==> src/hw/rtl/emst_pkg.sv <==
// Shared types and constants for the MST k-th largest edge block
package emst_pkg;
    localparam int unsigned COORD_BITS = 16;
    localparam int unsigned SQ_W   = 33;
    localparam int unsigned DIST_W = 34;
    localparam int unsigned FIX_W  = 25;
    localparam int unsigned CNT_W  = 10;

    localparam logic [1:0] ST_OK    = 2'd0;
    localparam logic [1:0] ST_FEW   = 2'd1;
    localparam logic [1:0] ST_COVER = 2'd2;

    typedef enum logic [3:0] {
        S_LOAD,
        S_INIT,
        S_SCAN,
        S_PICK,
        S_RANK,
        S_RANKW,
        S_SQRT,
        S_DONE
    } t_state;
endpackage

==> src/hw/rtl/emst_cell.sv <==
// One cell of the edge ranking chain: holds a sorted edge weight
module emst_cell (
    input  logic                       i_clk,
    input  logic                       i_rst_n,
    input  logic                       i_clr,
    input  logic                       i_ins,
    input  logic [emst_pkg::DIST_W-1:0] i_key,
    input  logic                       i_prev_gt,
    input  logic [emst_pkg::DIST_W-1:0] i_prev_val,
    input  logic                       i_prev_vld,
    output logic                       o_gt,
    output logic [emst_pkg::DIST_W-1:0] o_val,
    output logic                       o_vld
);
    import emst_pkg::*;
    logic [DIST_W-1:0] r_val;
    logic              r_vld;

    // descending order: cell holds larger values towards index 0
    assign o_gt  = r_vld && (r_val >= i_key);
    assign o_val = r_val;
    assign o_vld = r_vld;

    always_ff @(posedge i_clk) begin
        if (!i_rst_n || i_clr) begin
            r_vld <= 1'b0;
        end else if (i_ins && !o_gt) begin
            if (i_prev_gt) begin
                r_val <= i_key;
                r_vld <= 1'b1;
            end else begin
                r_val <= i_prev_val;
                r_vld <= i_prev_vld;
            end
        end
    end
endmodule

==> config.mk <==
export PLATFORM = sky130hd
export DESIGN_NAME = emst_cell
export DESIGN_NICKNAME = d
export VERILOG_FILES = /design/src/hw/rtl/emst_pkg.sv /design/src/hw/rtl/emst_cell.sv
export SDC_FILE = /design/constraint.sdc
export NUM_CORES = 1
export LEC_CHECK = 0
export ABC_CLOCK_PERIOD_IN_PS = 3000
export BUFFER_PORTS_ARGS = -buffer_cell sky130_fd_sc_hd__buf_2
export CORE_MARGIN = 2
export CORE_UTILIZATION = 28
export DETAILED_ROUTE_END_ITERATION = 10
export HOLD_SLACK_MARGIN = 0.1
export PLACE_DENSITY_LB_ADDON = 0.12
export REMOVE_ABC_BUFFERS = 1
export SLEW_MARGIN = 15
export SYNTH_ARGS = -nofsm -noshare
export SYNTH_HDL_FRONTEND = slang
export SYNTH_SLANG_ARGS = --single-unit
==> constraint.sdc <==
create_clock -name i_clk -period 3 [get_ports i_clk]
set_input_delay 0.15 -clock i_clk [delete_from_list [all_inputs] [get_ports i_clk]]
set_output_delay 0.15 -clock i_clk [all_outputs]
set_load 0.02 [all_outputs]
==> results of run 1 <==
final timing paths:
kind / startpoint / end / slack, ns / cells past startpoint
max: o_val[3] / o_val[8] / 0.58 / 7
min: i_prev_val[13] / o_val[13] / 0.16 / 2
max reg2reg: o_val[3] / o_val[8] / 0.58 / 7
min reg2reg: o_vld / o_vld / 0.59 / 2
cell families (layout without fill, tap and decap cells):
kind of cell | Yosys count | count (layout) | share of synthesized area (%)
multiplexers | 34 | 34 | 16.09
flip-flops | 35 | 35 | 43.74
AND/OR/NAND/NOR | 24 | 24 | 6.520
buffers and inverters | 42 | 156 | 6.782
adder cells (fa/ha/maj) | 34 | 34 | 17.88
AO/OA/AOI/OAI | 33 | 33 | 8.991
state kept, by name, indices dropped and copies added, names as in the netlist:
signal  cells
o_val      34
o_vld       1
critical path, delay by kind of cell (launching register included):
family	cells	cell delay (ns)
adder cells (fa/ha/maj)	1	0.31
AND/OR/NAND/NOR	1	0.22
buffers and inverters	1	0.23
AO/OA/AOI/OAI	4	0.96
flip-flops	1	0.40
through the flow:
stage | cells | util (%)
3_3_place_gp | 413 | 37.23
4_1_cts | 421 | 38.21
5_1_grt | 421 | 38.21
3_5_place_dp | 413 | 37.23
2_1_floorplan | 198 | -
6_report | 421 | 38.21
power by group through the flow:
stage	combinational (mW)	sequential, mW	clock (mW)
after global routing	0.321	0.589	0.371
after CTS	0.292	0.586	0.349
after floorplan	0.136	0.627	0
after detailed placement	0.290	0.597	0
after global placement	0.288	0.595	0
final	0.285	0.585	0.331
cells in the mapped netlist (2+ instances only):
cell / instances / share of area [%]
ha_1: 34 / 18
a21oi_1: 14 / 2.9
o21a_1: 5 / 1.6
nand4_1: 5 / 1.3
inv_1: 38 / 6.0
nor2_1: 2 / 0.32
nand2_1: 8 / 1.3
buf_2: 3 / 0.63
mux2_2: 34 / 16
o221ai_1: 2 / 0.74
nand4_2: 2 / 1.1
edfxtp_1: 34 / 43
a21o_1: 2 / 0.63
o21ai_0: 3 / 0.63
routing by layer:
| layer | vias up | GRT usage, % | wire, microns |
|---|---|---|---|
| li1 | 961 | - | - |
| met1 | 835 | 15.64 | 2591 |
| met2 | 71 | 19.44 | 2377 |
| met3 | 7 | 2.976 | 430 |
| met4 | 0 | 3.571 | 57 |
| met5 | - | 0 | 0 |
cell usage in the layout (no fill, tap or decap), drive strengths merged, types with 2 or more instances in the layout:
cell type / count
a21o: 3
a21oi: 14
buf: 110
clkbuf: 8
edfxtp: 34
ha: 34
inv: 38
mux2: 34
nand2: 8
nand4: 7
nor2: 2
o21a: 5
o21ai: 3
o221ai: 2
layout make-up:
type	instances	share of cell area [%]
Inverter	38	4.544
Sequential cell	35	33.16
Clock buffer	8	2.551
Multi-Input combinational cell	125	37.54
Tap cell	105	4.185
Timing Repair Buffer	110	18.02
==> reports/metrics.cfg, run 1 <==
[finish]
diodes = 0
seq_area_sq_um = 1041
drive_above_1_share_pct = 48.73
fin_area_sq_um = 3139
multi_input_area_sq_um = 1179
num-fill-cells = 865
area_growth_pct = 31.91
fin_nets = 423

[yosys]
synthFlopType = edfxtp_1
syn_avg_cell_area_sq_um = 11.78
synth_enable_flop_cells = 34
synth_seq_cells = 35
syn_inst = 202
synth_cell_types = 30
synth_seq_area_share_pct = 43.74
async_reset_ff_share_pct = 0
syn-cell-area_sq_um = 2380
synth-warning-count = 0

[placement]
dp_slack_ns = 0.6149
hpwl_microns = 4352
portBuffers = 109
routabilityCongestion = 0.7779
post_dp_cell_area_sq_um = 3059

[critical_path]
critPathMaxFanout = 34
cpPeakStageDelay_ns = 0.40
start_kind = flip-flop
cpMaxStageDelayCell = edfxtp_1
worstPathCellList = ha_1 > a21oi_1 > o21ai_0 > and4b_1 > a211oi_1 > a41o_2 > buf_12
worst-setup-path-type = flip-flop to flip-flop
worstPathRequired_ns = 2.98
crit_path_end_kind = flip-flop
crit_arrival_ns = 2.40

[clocking]
clockBufferDepth = 2
cts_tree = done
hold_buffers = 0
numCtsBuffers = 5
h-tree-depth = 2
cts-root-buf = clkbuf_8
clock_sinks = 35
cts.repair.resized = 0
insertion_delay_ns = 0.28
postCtsSetupBuffers = 0
clk_pin_slew_ns = 0.07

[sta]
slew_headroom_pct = 43.57
holdWs_ns = 0.1630
tns_ns = 0
finalHoldViolCount = 0
rsz0062_at_grt = false
fin_crit_sh_pct = 80.79
worst_pin_slew_ns = 0.8464
min_period_ns = 2.424
setup_viol = 0
setup_slack_ns = 0.5763
fmax_mhz = 412.6
slew_violations = 0
fin_skew_ns = 0.005236

[pwr]
p_per_area_nw_per_um2 = 382.7
power_frac_comb_pct = 23.7
switching_share_pct = 27.29
p_leak_nw = 1.533
power_frac_seq_pct = 48.7
p_total_mw = 1.201
p_clk_share_pct = 27.6
p_sw_uw = 327.9
p_int_uw = 873.5
vdd_drop_max_mv = 0.1900

[route]
drt-pass1-iter-count = 4
routed_wl_microns = 5457
drc_errors = 0
avgRoutedWirePerCell_microns = 12.96
vias = 1874
final_antenna_net_count = 0
drt_iter0_drc = 17
vias_per_cell = 4.451

[floorplan]
num_rows = 33
io_pins = 110
die_area_sq_um = 9253
die_h_microns = 96.19
core-area_sq_um = 8217
initial_utilization_pct = 28.96
die_x_microns = 96.19

[global_routing]
grt_use_total_pct = 11.96
grt-ovfl-total = 0
grt_pass1_vias = 1828
antenna_found_initial = 0
grt_max_degree = 37
grt_pass1_wl_microns = 8459

[run]
drv_cap = 0

[worst_hold_path]
min_path_type = primary input to flip-flop

[status]
outcome = finished clean

Power figures use the tool's default switching activity.
==> run 2, diff against run 1 <==
--- a/config.mk
+++ b/config.mk
@@ -5,7 +5,7 @@
 export SDC_FILE = /design/constraint.sdc
 export NUM_CORES = 1
 export LEC_CHECK = 0
-export ABC_CLOCK_PERIOD_IN_PS = 3000
+export ABC_CLOCK_PERIOD_IN_PS = 2050
 export BUFFER_PORTS_ARGS = -buffer_cell sky130_fd_sc_hd__buf_2
 export CORE_MARGIN = 2
 export CORE_UTILIZATION = 28
==> constraint.sdc (replaced) <==
create_clock -name i_clk -period 2.05 [get_ports i_clk]
set_input_delay 0.1025 -clock i_clk [delete_from_list [all_inputs] [get_ports i_clk]]
set_output_delay 0.1025 -clock i_clk [all_outputs]
set_load 0.02 [all_outputs]
==> run 2 against run 1 <==
Effect of this change: the flow now finishes with violations (negative setup slack); worst hold slack worse by 0.053 ns; sequential share of layout area is 4.8 points lower; routed wire length is 5.3% higher; combinational power is 86% higher.
==> reports/metrics.cfg, run 2 (synthesized netlist as in run 1, its figures left out) <==
[clocking]
clock_sinks = 35  ; unchanged
h-tree-depth = 2  ; unchanged
cts_tree = done  ; unchanged
clk_pin_slew_ns = 0.08  ; was 0.07 ns
cts-root-buf = clkbuf_8  ; unchanged
insertion_delay_ns = 0.29  ; was 0.28 ns
clockBufferDepth = 2  ; unchanged
numCtsBuffers = 5  ; unchanged

[run]
drv_cap = 0  ; unchanged

[global_routing]
grt_pass1_wl_microns = 8907  ; was 8459 microns
grt_use_total_pct = 12.43  ; was 11.96%
grt-ovfl-total = 0  ; unchanged
antenna_found_initial = 0  ; unchanged
grt_max_degree = 19  ; was 37
grt_pass1_vias = 2018  ; was 1828

[critical_path]
crit_path_end_kind = output port  ; was flip-flop
cpPeakStageDelay_ns = 0.44  ; was 0.40 ns
start_kind = flip-flop  ; unchanged
cp_num_cells = 8  ; was 7
reg2regPathDepth = 7  ; unchanged
worstPathCellList = ha_4 > nand4_2 > nor4_4 > and4b_1 > a211oi_2 > buf_4 > a21boi_2 > buf_6  ; was ha_1 > a21oi_1 > o21ai_0 > and4b_1 > a211oi_1 > a41o_2 > buf_12
rrSetupSlack_ns = -0.26  ; was 0.58 ns
critPathMaxFanout = 3  ; was 34
path_delay_family = simple AND/OR/NAND/NOR gates  ; was compound AO/OA/AOI/OAI gates
timing.rr.end = o_val[32]  ; was o_val[8]
critPathBufInv = 2  ; was 1
rr_startpoint = o_val[15]  ; was o_val[3]
worstPathRequired_ns = 1.95  ; was 2.98 ns
cpMaxStageDelayCell = edfxtp_1  ; unchanged
worst-setup-path-type = flip-flop to output port  ; was flip-flop to flip-flop
crit_arrival_ns = 2.20  ; was 2.40 ns

[sta]
slew_violations = 0  ; unchanged
setup_slack_ns = -0.2557  ; was 0.5763 ns
setup_viol = 35  ; was 0
worst_pin_slew_ns = 0.3559  ; was 0.8464 ns
slew_headroom_pct = 76.23  ; was 43.57%
holdWs_ns = 0.1096  ; was 0.1630 ns
fmax_mhz = 433.7
rsz0062_at_grt = true  ; was false
finalHoldViolCount = 0  ; unchanged
min_period_ns = 2.306
fin_skew_ns = 0.009225  ; was 0.005236 ns
fin_crit_sh_pct = 112.5

[worst_hold_path]
whs_path_depth = 2  ; unchanged
whs_endpoint = o_val[13]  ; unchanged
min_from = i_prev_val[13]  ; unchanged
min_path_type = primary input to flip-flop  ; unchanged

[pwr]
p_per_area_nw_per_um2 = 523.1  ; was 382.7 nW/um^2
p_leak_nw = 1.760  ; was 1.533 nW
vdd_drop_max_mv = 0.2705  ; was 0.1900 mV

[route]
routed_wl_microns = 5748  ; was 5457 microns
final_antenna_net_count = 0  ; unchanged
avgRoutedWirePerCell_microns = 12.44  ; was 12.96 microns
drc_errors = 0  ; unchanged
vias = 2045  ; was 1874
drt-pass1-iter-count = 3  ; was 4
drt_iter0_drc = 17  ; unchanged
vias_per_cell = 4.426  ; was 4.451

[floorplan]
die_h_microns = 96.19  ; unchanged
die_x_microns = 96.19  ; unchanged
io_pins = 110  ; unchanged
initial_utilization_pct = 28.96  ; unchanged
num_rows = 33  ; unchanged
core-area_sq_um = 8217  ; unchanged
die_area_sq_um = 9253  ; unchanged

[finish]
num-fill-cells = 820  ; was 865
final_cell_mix = buf_2, inv_1, mux2_2, edfxtp_1, buf_4  ; was buf_2, inv_1, mux2_2, ha_1, edfxtp_1
final_common_cell = buf_2  ; unchanged
diodes = 0  ; unchanged
largest_reg_flops = 34  ; unchanged
post-route-util_pct = 44.62  ; was 38.21%
area_growth_pct = 54.05  ; was 31.91%
fin_nets = 464  ; was 423
fin_area_sq_um = 3666  ; was 3139 sq um
drive_above_1_share_pct = 57.70  ; was 48.73%
final_cells = 462  ; was 421

[placement]
hpwl_microns = 4595  ; was 4352 microns
routabilityCongestion = 0.7178  ; was 0.7779
post_dp_cell_area_sq_um = 3334  ; was 3059 sq um
portBuffers = 109  ; unchanged
placedCellCount = 448  ; was 413

[status]
outcome = finished, violations left  ; was finished clean
violations = negative setup slack

## run 2: cell count changes in the layout (fill, tap and decap cells not counted), sizes merged
cell         change
dlygate4sd3      +3
buf             +37
clkinv           +1
## run 2: what timing repair did
item                                    CTS  global route
endpoints found under the hold margin     2             1
gates resized for setup                   9            11
buffers inserted                          0             1
hold buffers                              2             1
cloned                                    1             1
endpoints found under the setup margin   35            35
pin swaps                                 8             5
## run 2: worst max path at each step
stage / start / slack [ns] / endpoint
2_1_floorplan: o_val[15] / -0.82 / o_val[0]
3_3_place_gp: o_val[3] / -0.24 / o_val[16]
3_5_place_dp: o_val[3] / -0.25 / o_val[10]
4_1_cts: o_val[19] / -0.29 / o_gt
5_1_grt: o_val[32] / -0.38 / o_gt
6_report: o_val[33] / -0.26 / o_gt
## run 2: final cells by class
class                   instances  area (sq um)  share of cell area (%)
clock inverters                 1         5.005                  0.1365
multi-input cells             125          1311                   35.77
flip-flops and latches         35          1041                   28.40
inverters                      38         142.6                   3.891
repair buffers                151         948.4                   25.87
well taps                     105         131.4                   3.584
clock buffers                   7         86.33                   2.355
## run 2: layer usage
metal / up-vias / wire (microns) / GRT usage, %
li1: 1042 / - / -
met1: 927 / 2645 / 16.77
met2: 71 / 2610 / 19.79
met3: 5 / 444 / 3.132
met4: 0 / 48 / 3.214
met5: - / 0 / 0
## run 2: through the flow
| stage | total power [mW] | setup TNS [ns] | setup WS, ns |
|---|---|---|---|
| 2_1_floorplan | 1.116 | -27.73 | -0.8155 |
| 3_3_place_gp | 1.348 | -7.734 | -0.2352 |
| 3_5_place_dp | 1.350 | -8.311 | -0.2529 |
| 4_1_cts | 1.912 | -8.705 | -0.2949 |
| 5_1_grt | 2.038 | -11.82 | -0.3755 |
| 6_report | 1.918 | -8.424 | -0.2557 |
## run 2: where the power goes
group | switching [mW] | internal [mW]
combinational | 0.246 | 0.283
clock | 0.258 | 0.271
sequential | 0.0218 | 0.837
total | 0.526 | 1.39
