<file path="src/hw/rtl/emst_pkg.sv">
// Shared types and constants for the MST k-th largest edge block
package emst_pkg;
    localparam int unsigned COORD_BITS = 16;
    localparam int unsigned SQ_W   = 33;
    localparam int unsigned DIST_W = 34;
    localparam int unsigned FIX_W  = 25;
    localparam int unsigned CNT_W  = 10;

    localparam logic [1:0] ST_OK    = 2'd0;
    localparam logic [1:0] ST_FEW   = 2'd1;
    localparam logic [1:0] ST_COVER = 2'd2;

    typedef enum logic [3:0] {
        S_LOAD,
        S_INIT,
        S_SCAN,
        S_PICK,
        S_RANK,
        S_RANKW,
        S_SQRT,
        S_DONE
    } t_state;
endpackage

</file>
<file path="src/hw/rtl/emst_sqrt.sv">
// Bit-serial integer square root, one root bit per cycle
module emst_sqrt #(
    parameter int unsigned FRACTION_BITS = 8
) (
    input  logic                        i_clk,
    input  logic                        i_rst_n,
    input  logic                        i_start,
    input  logic [emst_pkg::SQ_W-1:0]   i_sq,
    output logic                        o_done,
    output logic [emst_pkg::FIX_W-1:0]  o_root
);
    import emst_pkg::*;
    localparam int unsigned VW = SQ_W + 2*FRACTION_BITS + 1;
    localparam int unsigned RW = (VW + 1) / 2;
    localparam int unsigned STEPS = RW;
    localparam int unsigned SW = $clog2(STEPS + 1);

    logic [VW-1:0]   r_rem;
    logic [VW-1:0]   r_val;
    logic [RW-1:0]   r_root;
    logic [SW-1:0]   r_step;
    logic            r_busy;
    logic [VW+1:0]   n_rem;
    logic [VW+1:0]   trial;

    always_comb begin
        n_rem = {r_rem, r_val[VW-1 -: 2]};
        trial = (VW+2)'({r_root, 2'b01});
    end

    always_ff @(posedge i_clk) begin
        if (!i_rst_n) begin
            r_busy <= 1'b0;
            o_done <= 1'b0;
        end else begin
            o_done <= 1'b0;
            if (i_start) begin
                r_busy <= 1'b1;
                r_rem  <= '0;
                r_root <= '0;
                r_val  <= VW'({i_sq, {(2*FRACTION_BITS){1'b0}}});
                r_step <= SW'(STEPS);
            end else if (r_busy) begin
                r_val <= r_val << 2;
                if (n_rem >= trial) begin
                    r_rem  <= VW'(n_rem - trial);
                    r_root <= {r_root[RW-2:0], 1'b1};
                end else begin
                    r_rem  <= VW'(n_rem);
                    r_root <= {r_root[RW-2:0], 1'b0};
                end
                r_step <= r_step - 1'b1;
                if (r_step == SW'(1)) begin
                    r_busy <= 1'b0;
                    o_done <= 1'b1;
                end
            end
        end
    end
    assign o_root = FIX_W'(r_root);
endmodule

</file>
<file path="config.mk">
export PLATFORM = sky130hd
export DESIGN_NAME = emst_sqrt
export DESIGN_NICKNAME = d
export VERILOG_FILES = /design/src/hw/rtl/emst_pkg.sv /design/src/hw/rtl/emst_sqrt.sv
export SDC_FILE = /design/constraint.sdc
export NUM_CORES = 1
export LEC_CHECK = 0
export BUFFER_PORTS_ARGS = -buffer_cell sky130_fd_sc_hd__buf_4
export CORE_AREA = 2 2 135 137
export CTS_BUF_LIST = sky130_fd_sc_hd__clkbuf_8 sky130_fd_sc_hd__clkbuf_16
export CTS_CLUSTER_DIAMETER = 100
export DETAILED_ROUTE_END_ITERATION = 16
export DIE_AREA = 0 0 137 139
export GPL_TIMING_DRIVEN = 0
export PLACE_DENSITY = 0.67
export RECOVER_POWER = 100
export SLEW_MARGIN = 0
export SYNTH_ARGS = -nofsm -noshare
export SYNTH_HDL_FRONTEND = slang
export SYNTH_SLANG_ARGS = --single-unit
</file>
<file path="constraint.sdc">
create_clock -name i_clk -period 6.55 [get_ports i_clk]
set_input_delay 1.965 -clock i_clk [delete_from_list [all_inputs] [get_ports i_clk]]
set_output_delay 1.965 -clock i_clk [all_outputs]
set_load 0.03 [all_outputs]
</file>
==> flow_summary_export.csv, run 1 <==
group,metric,value,unit
floorplan,fp.dieArea,0.01904,mm^2
sta,slew_violations,63,
route,met2_length,7.563,mm
route,drtIter0Drc,389,
power_and_ir_drop,swShare,0.3003,
synthesis,syn_avg_cell_area,10.29,um^2
sta,rsz0062_at_grt,"no",
sta,worst_slew_margin_rel,-0.04970,
cts,htreeDepth,4,
global_route,grt_pass1_vias,5235,
route,routed_via_density,5.395,
layout,drive_gt1_frac,0.1565,
cts,clk_latency,0.42,ns
power_and_ir_drop,p_int,1542,uW
global_route,grt_max_degree,63,
placement,dp_hpwl,11.58,mm
layout,post-route-util,0.4590,
layout,instances_no_fill,996,
synthesis,synth.largest_area_cell,"edfxtp_1",
power_and_ir_drop,seqPwrFrac,0.418,
cts,cts_setup_buffers,0,
layout,nets,820,
route,met1_length,7.597,mm
cts,cts_num_sinks,116,
layout,antenna_cells,0,
cts,clk_pin_slew_worst_paths,0.06,ns
route,firstDrtPassIters,5,
floorplan,start_util,0.3932,
route,top_layer,"met4",
synthesis,yosysTopAreaCellShare,0.4931,
min_path,hold_path_class,"reg2reg",
sta,max_slew.worst_pin.slew,1.575,ns
critical_path,cp_cell_sequence,"clkbuf_1, clkbuf_1, o21a_4, clkbuf_2",
synthesis,yosysSeqAreaShare,0.4988,
power_and_ir_drop,ir_worst_vdd,186.1,uV
route,drt-total-wl,16.37,mm
route,route.met3.wl,1.032,mm
floorplan,io_pins,62,
run_status,status,"finished with violations",
synthesis,ys_ff_latch,116,
cts,cts_resized,0,
global_route,grt_pass1_wl,26.66,mm
global_route,overflow,0,
run_status,failed_checks,"capacitance limit, slew limit",
placement,place.gp.congestion,0.9118,
power_and_ir_drop,combPwrFrac,0.197,
placement,port_buffers,60,
cts,cts_buffers,17,
synthesis,ys_async_sr_fraction,0,
cts,clock_path_buffers,2,
placement,dp.cells,965,
power_and_ir_drop,p_clk_frac,0.385,
sta,post-route-period-util,0.7351,
critical_path,cpMaxStageDelayCell,"clkbuf_2",
sta,fmax,207.7,MHz
floorplan,core,0.01766,mm^2
critical_path,end_kind,"flop",
synthesis,ys_types,59,
critical_path,crit_type,"in2reg",
floorplan,rows,49,
global_route,grt.total_usage,0.1798,
route,drc,0,
synthesis,synth_edf_count,114,
flow_run,max-cap-violations,1,
layout,syn_to_final_growth,16.72,%
synthesis,syn-instance-count,675,
route,wl_per_cell,16.44,um
critical_path,slowest_delay,1.24,ns
synthesis,synth_fp_nets,740,
power_and_ir_drop,switching_power,661.8,uW
sta,finalHoldViolations,0,
critical_path,cp-start-kind,"input port",
synthesis,ys.warnings.count,0,
synthesis,synthTopCellsByCount,"114 x edfxtp_1, 74 x a21oi_1, 61 x nand2_1, 61 x nor2_1, 40 x inv_1",
power_and_ir_drop,static-leakage-power,0.002972,uW
floorplan,die-width,137,um
power_and_ir_drop,p_per_area,272.0,mW/mm^2
synthesis,synth.most_common_cell,"edfxtp_1",
critical_path,critical_path.most_common_cell,"clkbuf_1",
sta,setup_violations,0,
critical_path,cp_max_fo,62,
route,vias,5373,
critical_path,worstPathArrival,4.83,ns
sta,period_minus_slack,4.815,ns
cts,cts_tree,"done",
global_route,antenna_found_initial,0,
sta,clock_skew,0.01015,ns
floorplan,die_h,139,um
synthesis,mappedNetlistArea,0.006943,mm^2
cts,root_buffer,"clkbuf_16",
critical_path,required,6.57,ns
synthesis,ys.flop_type,"edfxtp_1",
cts,ctsHoldBuffers,0,
route,ant_nets,0,
synthesis,synth_area_leaders,"edfxtp_1 49%, mux2_2 5.4%, a21oi_1 5.3%",
==> critical path: cells and delay by family <==
kind | cells | cell delay, ns
AOI/OAI and AO/OA | 1 | 0.70
buffers and inverters | 3 | 2.08
==> worst paths after layout <==
kind | startpoint | endpoint | slack, ns | cells after the start
setup reg to reg | r_rem[10]$_SDFFCE_PP0P_ | r_rem[43]$_SDFFCE_PP0P_ | 2.35 | 12
hold / removal | r_busy$_SDFF_PN0_ | o_done$_SDFF_PP0_ | 0.49 | 1
setup / recovery | i_start | r_rem[11]$_SDFFCE_PP0P_ | 1.74 | 4
hold reg to reg | r_busy$_SDFF_PN0_ | o_done$_SDFF_PP0_ | 0.49 | 1
==> cells by family after synthesis <==
kind of cell / share of synthesized area
compound gates: 0.1507
xor+xnor: 0.03280
fa+ha+maj: 0.05226
buf+inv: 0.04649
flops: 0.4988
mux: 0.05497
simple gates: 0.1640
==> sequential cells by signal, summed over array words and instances (netlist names) <==
signal / count
r_busy: 1
r_val: 34
o_root: 25
o_done: 1
r_step: 5
r_rem: 50
==> power groups by stage <==
stage	combinational (uW)	clock [uW]	sequential, uW
finish	433	849	922
global route	486	890	929
CTS	446	865	921
detailed placement	442	0	936
global placement	433	0	941
floorplan	310	0	948
==> cells in the final DEF, fill, tap and decap left out, types with 29 or more instances in the layout <==
master	instances
a21oi_1	74
buf_4	34
clkbuf_1	55
edfxtp_1	114
ha_1	29
inv_1	41
mux2_2	32
nand2_1	61
nor2_1	61
o21ai_0	33
==> per-stage QoR <==
step	total power (uW)	hold WS, ns	cell area (um^2)	setup TNS [ns]	worst slack [ns]
after floorplan	1258	0.4541	6943	0	0.9256
after global placement	1374	0.4627	7680	-74.43	-0.6608
after detailed placement	1377	0.4852	7715	0	2.168
after CTS	2232	0.4924	8249	0	2.628
after global routing	2306	0.5051	8104	0	1.430
final	2204	0.4910	8104	0	1.735
==> layout make-up <==
type | instances | area (um^2)
inverters | 40 | 150.1
clock inverters | 14 | 108.9
fillers | 1712 | 9553
multi-input cells | 485 | 3161
repair buffers | 61 | 357.8
clock buffers | 17 | 425.4
plain buffers | 34 | 151.4
flip-flops and latches | 116 | 3463
well taps | 229 | 286.5
==> metal layers <==
layer / up-vias / global-route usage
li1: 2656 / -
met1: 2558 / 0.2509
met2: 145 / 0.2710
met3: 14 / 0.05336
met4: 0 / 0.05046
met5: - / 0
Power figures use the tool's default switching activity.
==> run 2, diff against run 1 <==
- PLACE_DENSITY: 0.67 -> 0.69
- clock period: 6.55 -> 3.9 ns (I/O delays scaled with it)
==> run 2 against run 1 <==
  * Count of clock-buffer cells in the layout unchanged
  * Critical endpoint is now r_rem[20]$_SDFFCE_PP0P_
  * Critical path type is now reg2reg
  * Worst setup slack got worse by 1.4 ns
  * The flow now finishes without violations
  * Power is 77% higher
==> flow_summary_export.csv, run 2 (same netlist as run 1, synthesis figures left out) <==
group,metric,value,unit
placement,dp_hpwl,11.52,mm
floorplan,io_pins,62,
sta,setup_violations,0,
critical_path,worstPathArrival,3.84,ns
route,drtIter0Drc,468,
global_route,grt_pass1_wl,26.61,mm
route,firstDrtPassIters,5,
power_and_ir_drop,ir_worst_vdd,307.0,uV
sta,slew_violations,0,
critical_path,crit_type,"reg2reg",
sta,period_minus_slack,3.586,ns
cts,cts_setup_buffers,0,
critical_path,worstSetupStartpoint,"r_rem[10]$_SDFFCE_PP0P_",
critical_path,cp-start-kind,"flop",
cts,htreeDepth,4,
sta,hold-worst-slack,0.4874,ns
floorplan,start_util,0.3932,
min_path,hold_path_class,"reg2reg",
sta,finalHoldViolations,0,
cts,clk_latency,0.43,ns
layout,syn_to_final_growth,18.63,%
route,ant_nets,0,
floorplan,fp.dieArea,0.01904,mm^2
sta,clock_skew,0.009617,ns
sta,fin_ws,0.3137,ns
layout,top_register,"r_rem",
sta,post-route-period-util,0.9196,
floorplan,die-width,137,um
global_route,grt_pass1_vias,5248,
route,routed_via_density,5.436,
global_route,grt.total_usage,0.1804,
layout,drive_gt1_frac,0.1599,
route,vias,5425,
critical_path,cp-endpoint,"r_rem[20]$_SDFFCE_PP0P_",
layout,nets,821,
critical_path,reg2reg_depth,11,
route,drt-total-wl,16.46,mm
route,drc,0,
critical_path,cp_max_fo,10,
layout,final_cell_area,0.008237,mm^2
floorplan,rows,49,
floorplan,die_h,139,um
placement,port_buffers,60,
critical_path,reg2reg_slack,0.31,ns
cts,clk_pin_slew_worst_paths,0.06,ns
global_route,overflow,0,
cts,root_buffer,"clkbuf_16",
global_route,antenna_found_initial,0,
placement,placed_area,0.007742,mm^2
sta,max_slew.worst_pin.slew,0.9962,ns
sta,fmax,278.8,MHz
flow_run,max-cap-violations,0,
placement,dp.cells,966,
cts,cts_tree,"done",
power_and_ir_drop,p_total,3898,uW
layout,largest_reg_flops,50,
placement,post-place-ws,0.3276,ns
cts,cts_buffers,17,
floorplan,core,0.01766,mm^2
power_and_ir_drop,p_per_area,473.2,mW/mm^2
critical_path,end_kind,"flop",
layout,most-common-layout-cells,"114 x edfxtp_1, 74 x a21oi_1, 61 x nand2_1, 61 x nor2_1, 53 x clkbuf_1",
critical_path,reg2reg_from,"r_rem[10]$_SDFFCE_PP0P_",
sta,worst_slew_margin_rel,0.3359,
cts,cts_num_sinks,116,
cts,clock_path_buffers,2,
critical_path,required,4.16,ns
route,wl_per_cell,16.49,um
layout,instances_no_fill,998,
global_route,grt_max_degree,50,
run_status,status,"finished clean",
layout,antenna_cells,0,
critical_path,r2r-end,"r_rem[20]$_SDFFCE_PP0P_",
power_and_ir_drop,static-leakage-power,0.003052,uW
placement,place.gp.congestion,0.8981,
layout,layout_commonest_cell,"edfxtp_1",
sta,rsz0062_at_grt,"no",
## run 2: cell count changes in the layout (fill, tap and decap cells not counted), sizes merged
cell / change
clkbuf: -3
bufinv: +3
clkinv: +5
buf: +4
clkinvlp: -6
inv: -1
## run 2: layer usage
metal	GRT usage	vias up	wire length [um]
met5	0	-	0
met4	0.04829	0	233
met3	0.05446	22	1079
met2	0.2763	181	7448
met1	0.2484	2557	7696
li1	-	2665	-
## run 2: layout make-up
type                            count  area [um^2]
Clock buffer                       17        425.4
Fill cell                        1718         9420
Sequential cell                   116         3463
Clock inverter                     15        182.7
Multi-Input combinational cell    485         3158
Inverter                           40        150.1
Timing Repair Buffer               62        407.9
Tap cell                          229        286.5
Buffer                             34        162.7
## run 2: worst min path at each step
stage	from	to	slack (ns)	cells past startpoint
after floorplan	r_busy$_SDFF_PN0_	o_done$_SDFF_PP0_	0.45	1
after global placement	r_busy$_SDFF_PN0_	o_done$_SDFF_PP0_	0.46	1
after detailed placement	r_busy$_SDFF_PN0_	o_done$_SDFF_PP0_	0.49	1
after CTS	r_busy$_SDFF_PN0_	o_done$_SDFF_PP0_	0.50	1
after global routing	r_busy$_SDFF_PN0_	o_done$_SDFF_PP0_	0.51	1
final	r_busy$_SDFF_PN0_	o_done$_SDFF_PP0_	0.49	1
## run 2: stage by stage
step / util / TNS, ns
2_1_floorplan: - / 0
3_3_place_gp: 0.4350 / -100.96
3_5_place_dp: 0.4385 / 0
4_1_cts: 0.4729 / 0
5_1_grt: 0.4665 / 0
6_report: 0.4665 / 0
## run 2: what timing repair did
action	4_1_cts	5_1_grt
hold buffers	0	0
resized for setup	0	1
setup endpoints to repair	0	5
endpoints found under the hold margin	0	0
## run 2: report_power, final
part           switching [uW]  internal, uW
Clock                     598          1010
Sequential               53.8          1490
Combinational             451           293
Total                    1100          2790
## run 2: worst max-delay path: stages, from the launching register on
cell and delay (ns):
edfxtp_1 0.40, ha_1 0.28, clkbuf_1 0.30, nand4_1 0.31
or3_1 0.43, o21bai_1 0.18, a21oi_1 0.23, or2_1 0.14
clkbuf_1 0.26, clkbuf_1 0.54, nand2_1 0.14, a21oi_1 0.22
==> run 3, diff against run 2 <==
- CORE_AREA: 2 2 135 137 -> 2 2 190 99
- DIE_AREA: 0 0 137 139 -> 0 0 192 101
==> run 3 against run 2 <==
  * Final area down 0.21%
  * Via count up 4.2%
  * First-iteration DRC count up 39%
  * Utilization down 0.65 points
  * Sequential cell count unchanged
  * Final cell count up 1.1%
  * Worst hold slack better by 0.014 ns
  * Combinational power up 4.0%
  * Worst setup slack worse by 0.067 ns
  * Non-clock buffer count unchanged
  * Largest power group unchanged
==> flow_summary_export.csv, run 3 (same netlist as run 1, synthesis figures left out) <==
group,metric,value,unit
run_status,status,"finished clean",
sta,post-route-period-util,0.9368,
layout,fillCellCount,1725,
flow_run,max-cap-violations,0,
power_and_ir_drop,swShare,0.2998,
sta,fin_ws,0.2466,ns
cts,htreeDepth,4,
critical_path,worstSetupStartpoint,"o_root[5]$_SDFFCE_PP0P_",
sta,slew_violations,0,
sta,hold-worst-slack,0.5016,ns
layout,top_register,"r_rem",
route,wl_per_cell,18.83,um
power_and_ir_drop,static-leakage-power,0.003027,uW
global_route,grt_pass1_wl,29.62,mm
route,ant_nets,0,
floorplan,fp.dieArea,0.01939,mm^2
critical_path,cp_max_fo,10,
sta,clock_skew,0.01052,ns
global_route,grt_max_degree,45,
layout,most-common-layout-cells,"114 x edfxtp_1, 74 x a21oi_1, 61 x nand2_1, 61 x nor2_1, 52 x clkbuf_1",
power_and_ir_drop,p_clk_frac,0.402,
critical_path,slowest_delay,0.61,ns
floorplan,core,0.01787,mm^2
cts,clock_path_buffers,2,
route,vias,5651,
critical_path,worstPathArrival,3.89,ns
cts,clk_pin_slew_worst_paths,0.06,ns
layout,antenna_cells,0,
critical_path,cp_cell_sequence,"inv_1, ha_1, clkbuf_1, nand4_1, a2111oi_2, a21oi_1, a21oi_1, a31oi_1, o21ai_2, buf_6, buf_4, o31ai_1, a21oi_1",
route,drc,0,
critical_path,critical_path.most_common_cell,"a21oi_1",
power_and_ir_drop,p_total,3898,uW
placement,port_buffers,60,
global_route,antenna_found_initial,0,
critical_path,crit_type,"reg2reg",
route,routed_via_density,5.601,
cts,ctsHoldBuffers,0,
placement,place.gp.congestion,0.9536,
floorplan,die-width,192,um
critical_path,reg2reg_from,"o_root[5]$_SDFFCE_PP0P_",
cts,cts_buffers,17,
critical_path,crit_buf_inv,4,
sta,finalHoldViolations,0,
placement,dp_hpwl,13.94,mm
route,drt-total-wl,19.00,mm
route,drtIter0Drc,652,
cts,cts_setup_buffers,0,
floorplan,die_h,101,um
layout,nets,821,
layout,largest_reg_flops,50,
layout,layout_commonest_cell,"edfxtp_1",
critical_path,required,4.14,ns
min_path,hold_path_class,"reg2reg",
sta,max_slew.worst_pin.slew,0.9088,ns
critical_path,cpMaxStageDelayCell,"a2111oi_2",
sta,worst_slew_margin_rel,0.3941,
global_route,overflow,0,
cts,cts_tree,"done",
critical_path,cp-start-kind,"flop",
sta,rsz0062_at_grt,"no",
floorplan,start_util,0.3886,
placement,post-place-ws,0.1007,ns
cts,root_buffer,"clkbuf_16",
sta,fmax,273.7,MHz
sta,setup_violations,0,
power_and_ir_drop,combPwrFrac,0.199,
sta,period_minus_slack,3.653,ns
global_route,grt_pass1_vias,5257,
layout,syn_to_final_growth,18.38,%
power_and_ir_drop,switching_power,1169,uW
min_path,hold_start,"r_busy$_SDFF_PN0_",
power_and_ir_drop,seqPwrFrac,0.399,
critical_path,cp_top_family,"compound AO/OA/AOI/OAI gates",
floorplan,io_pins,62,
global_route,grt.total_usage,0.2049,
power_and_ir_drop,ir_worst_vdd,314.4,uV
power_and_ir_drop,p_per_area,474.3,mW/mm^2
layout,drive_gt1_frac,0.1638,
power_and_ir_drop,p_int,2729,uW
route,firstDrtPassIters,5,
cts,clk_latency,0.42,ns
cts,cts_num_sinks,116,
floorplan,rows,35,
critical_path,end_kind,"flop",
run 3: final cells by class:
class	instances	area, um^2	area share
Buffer	34	163.9	0.01994
Tap cell	240	300.3	0.03654
Clock buffer	17	425.4	0.05176
Multi-Input combinational cell	485	3158	0.3842
Inverter	40	150.1	0.01827
Clock inverter	15	157.7	0.01918
Sequential cell	116	3463	0.4214
Timing Repair Buffer	62	400.4	0.04871
run 3: final timing paths:
| kind | to | slack [ns] | depth (start not counted) |
|---|---|---|---|
| worst min register to register | o_done$_SDFF_PP0_ | 0.50 | 1 |
| worst min-delay path | o_done$_SDFF_PP0_ | 0.50 | 1 |
| worst max-delay path | r_rem[43]$_SDFFCE_PP0P_ | 0.25 | 13 |
| worst max register to register | r_rem[43]$_SDFFCE_PP0P_ | 0.25 | 13 |
run 3: power by group through the flow:
stage	logic, uW	clock network (uW)	registers, uW
after floorplan	521	0	1590
after global placement	745	0	1580
after detailed placement	764	0	1580
after CTS	771	1580	1550
after global routing	850	1650	1560
final	775	1570	1550
run 3: per-stage QoR:
stage,setup TNS [ns],instance area [um^2],util,std cells
floorplan,0,6944,-,675
global placement,-111.36,7695,0.4307,975
detailed placement,0,7749,0.4337,977
CTS,0,8332,0.4663,1009
global route,0,8219,0.4600,1009
finish,0,8219,0.4600,1009
run 3: layer usage:
metal	share of wire	vias up	GRT usage
li1	-	2661	-
met1	0.53	2705	0.3412
met2	0.35	266	0.2402
met3	0.11	19	0.06370
met4	0.0079	0	0.05167
met5	0	-	0
run 3: worst register-to-register path: stages (launching register included):
cell,delay (ns)
edfxtp_1,0.36
inv_1,0.08
ha_1,0.28
clkbuf_1,0.31
nand4_1,0.18
a2111oi_2,0.61
a21oi_1,0.17
a21oi_1,0.43
a31oi_1,0.26
o21ai_2,0.14
buf_6,0.17
buf_4,0.20
o31ai_1,0.10
a21oi_1,0.21
run 3: what timing repair did:
action,in CTS,in global routing
resized for setup,0,2
setup endpoints to repair,0,13
hold endpoints to repair,0,0
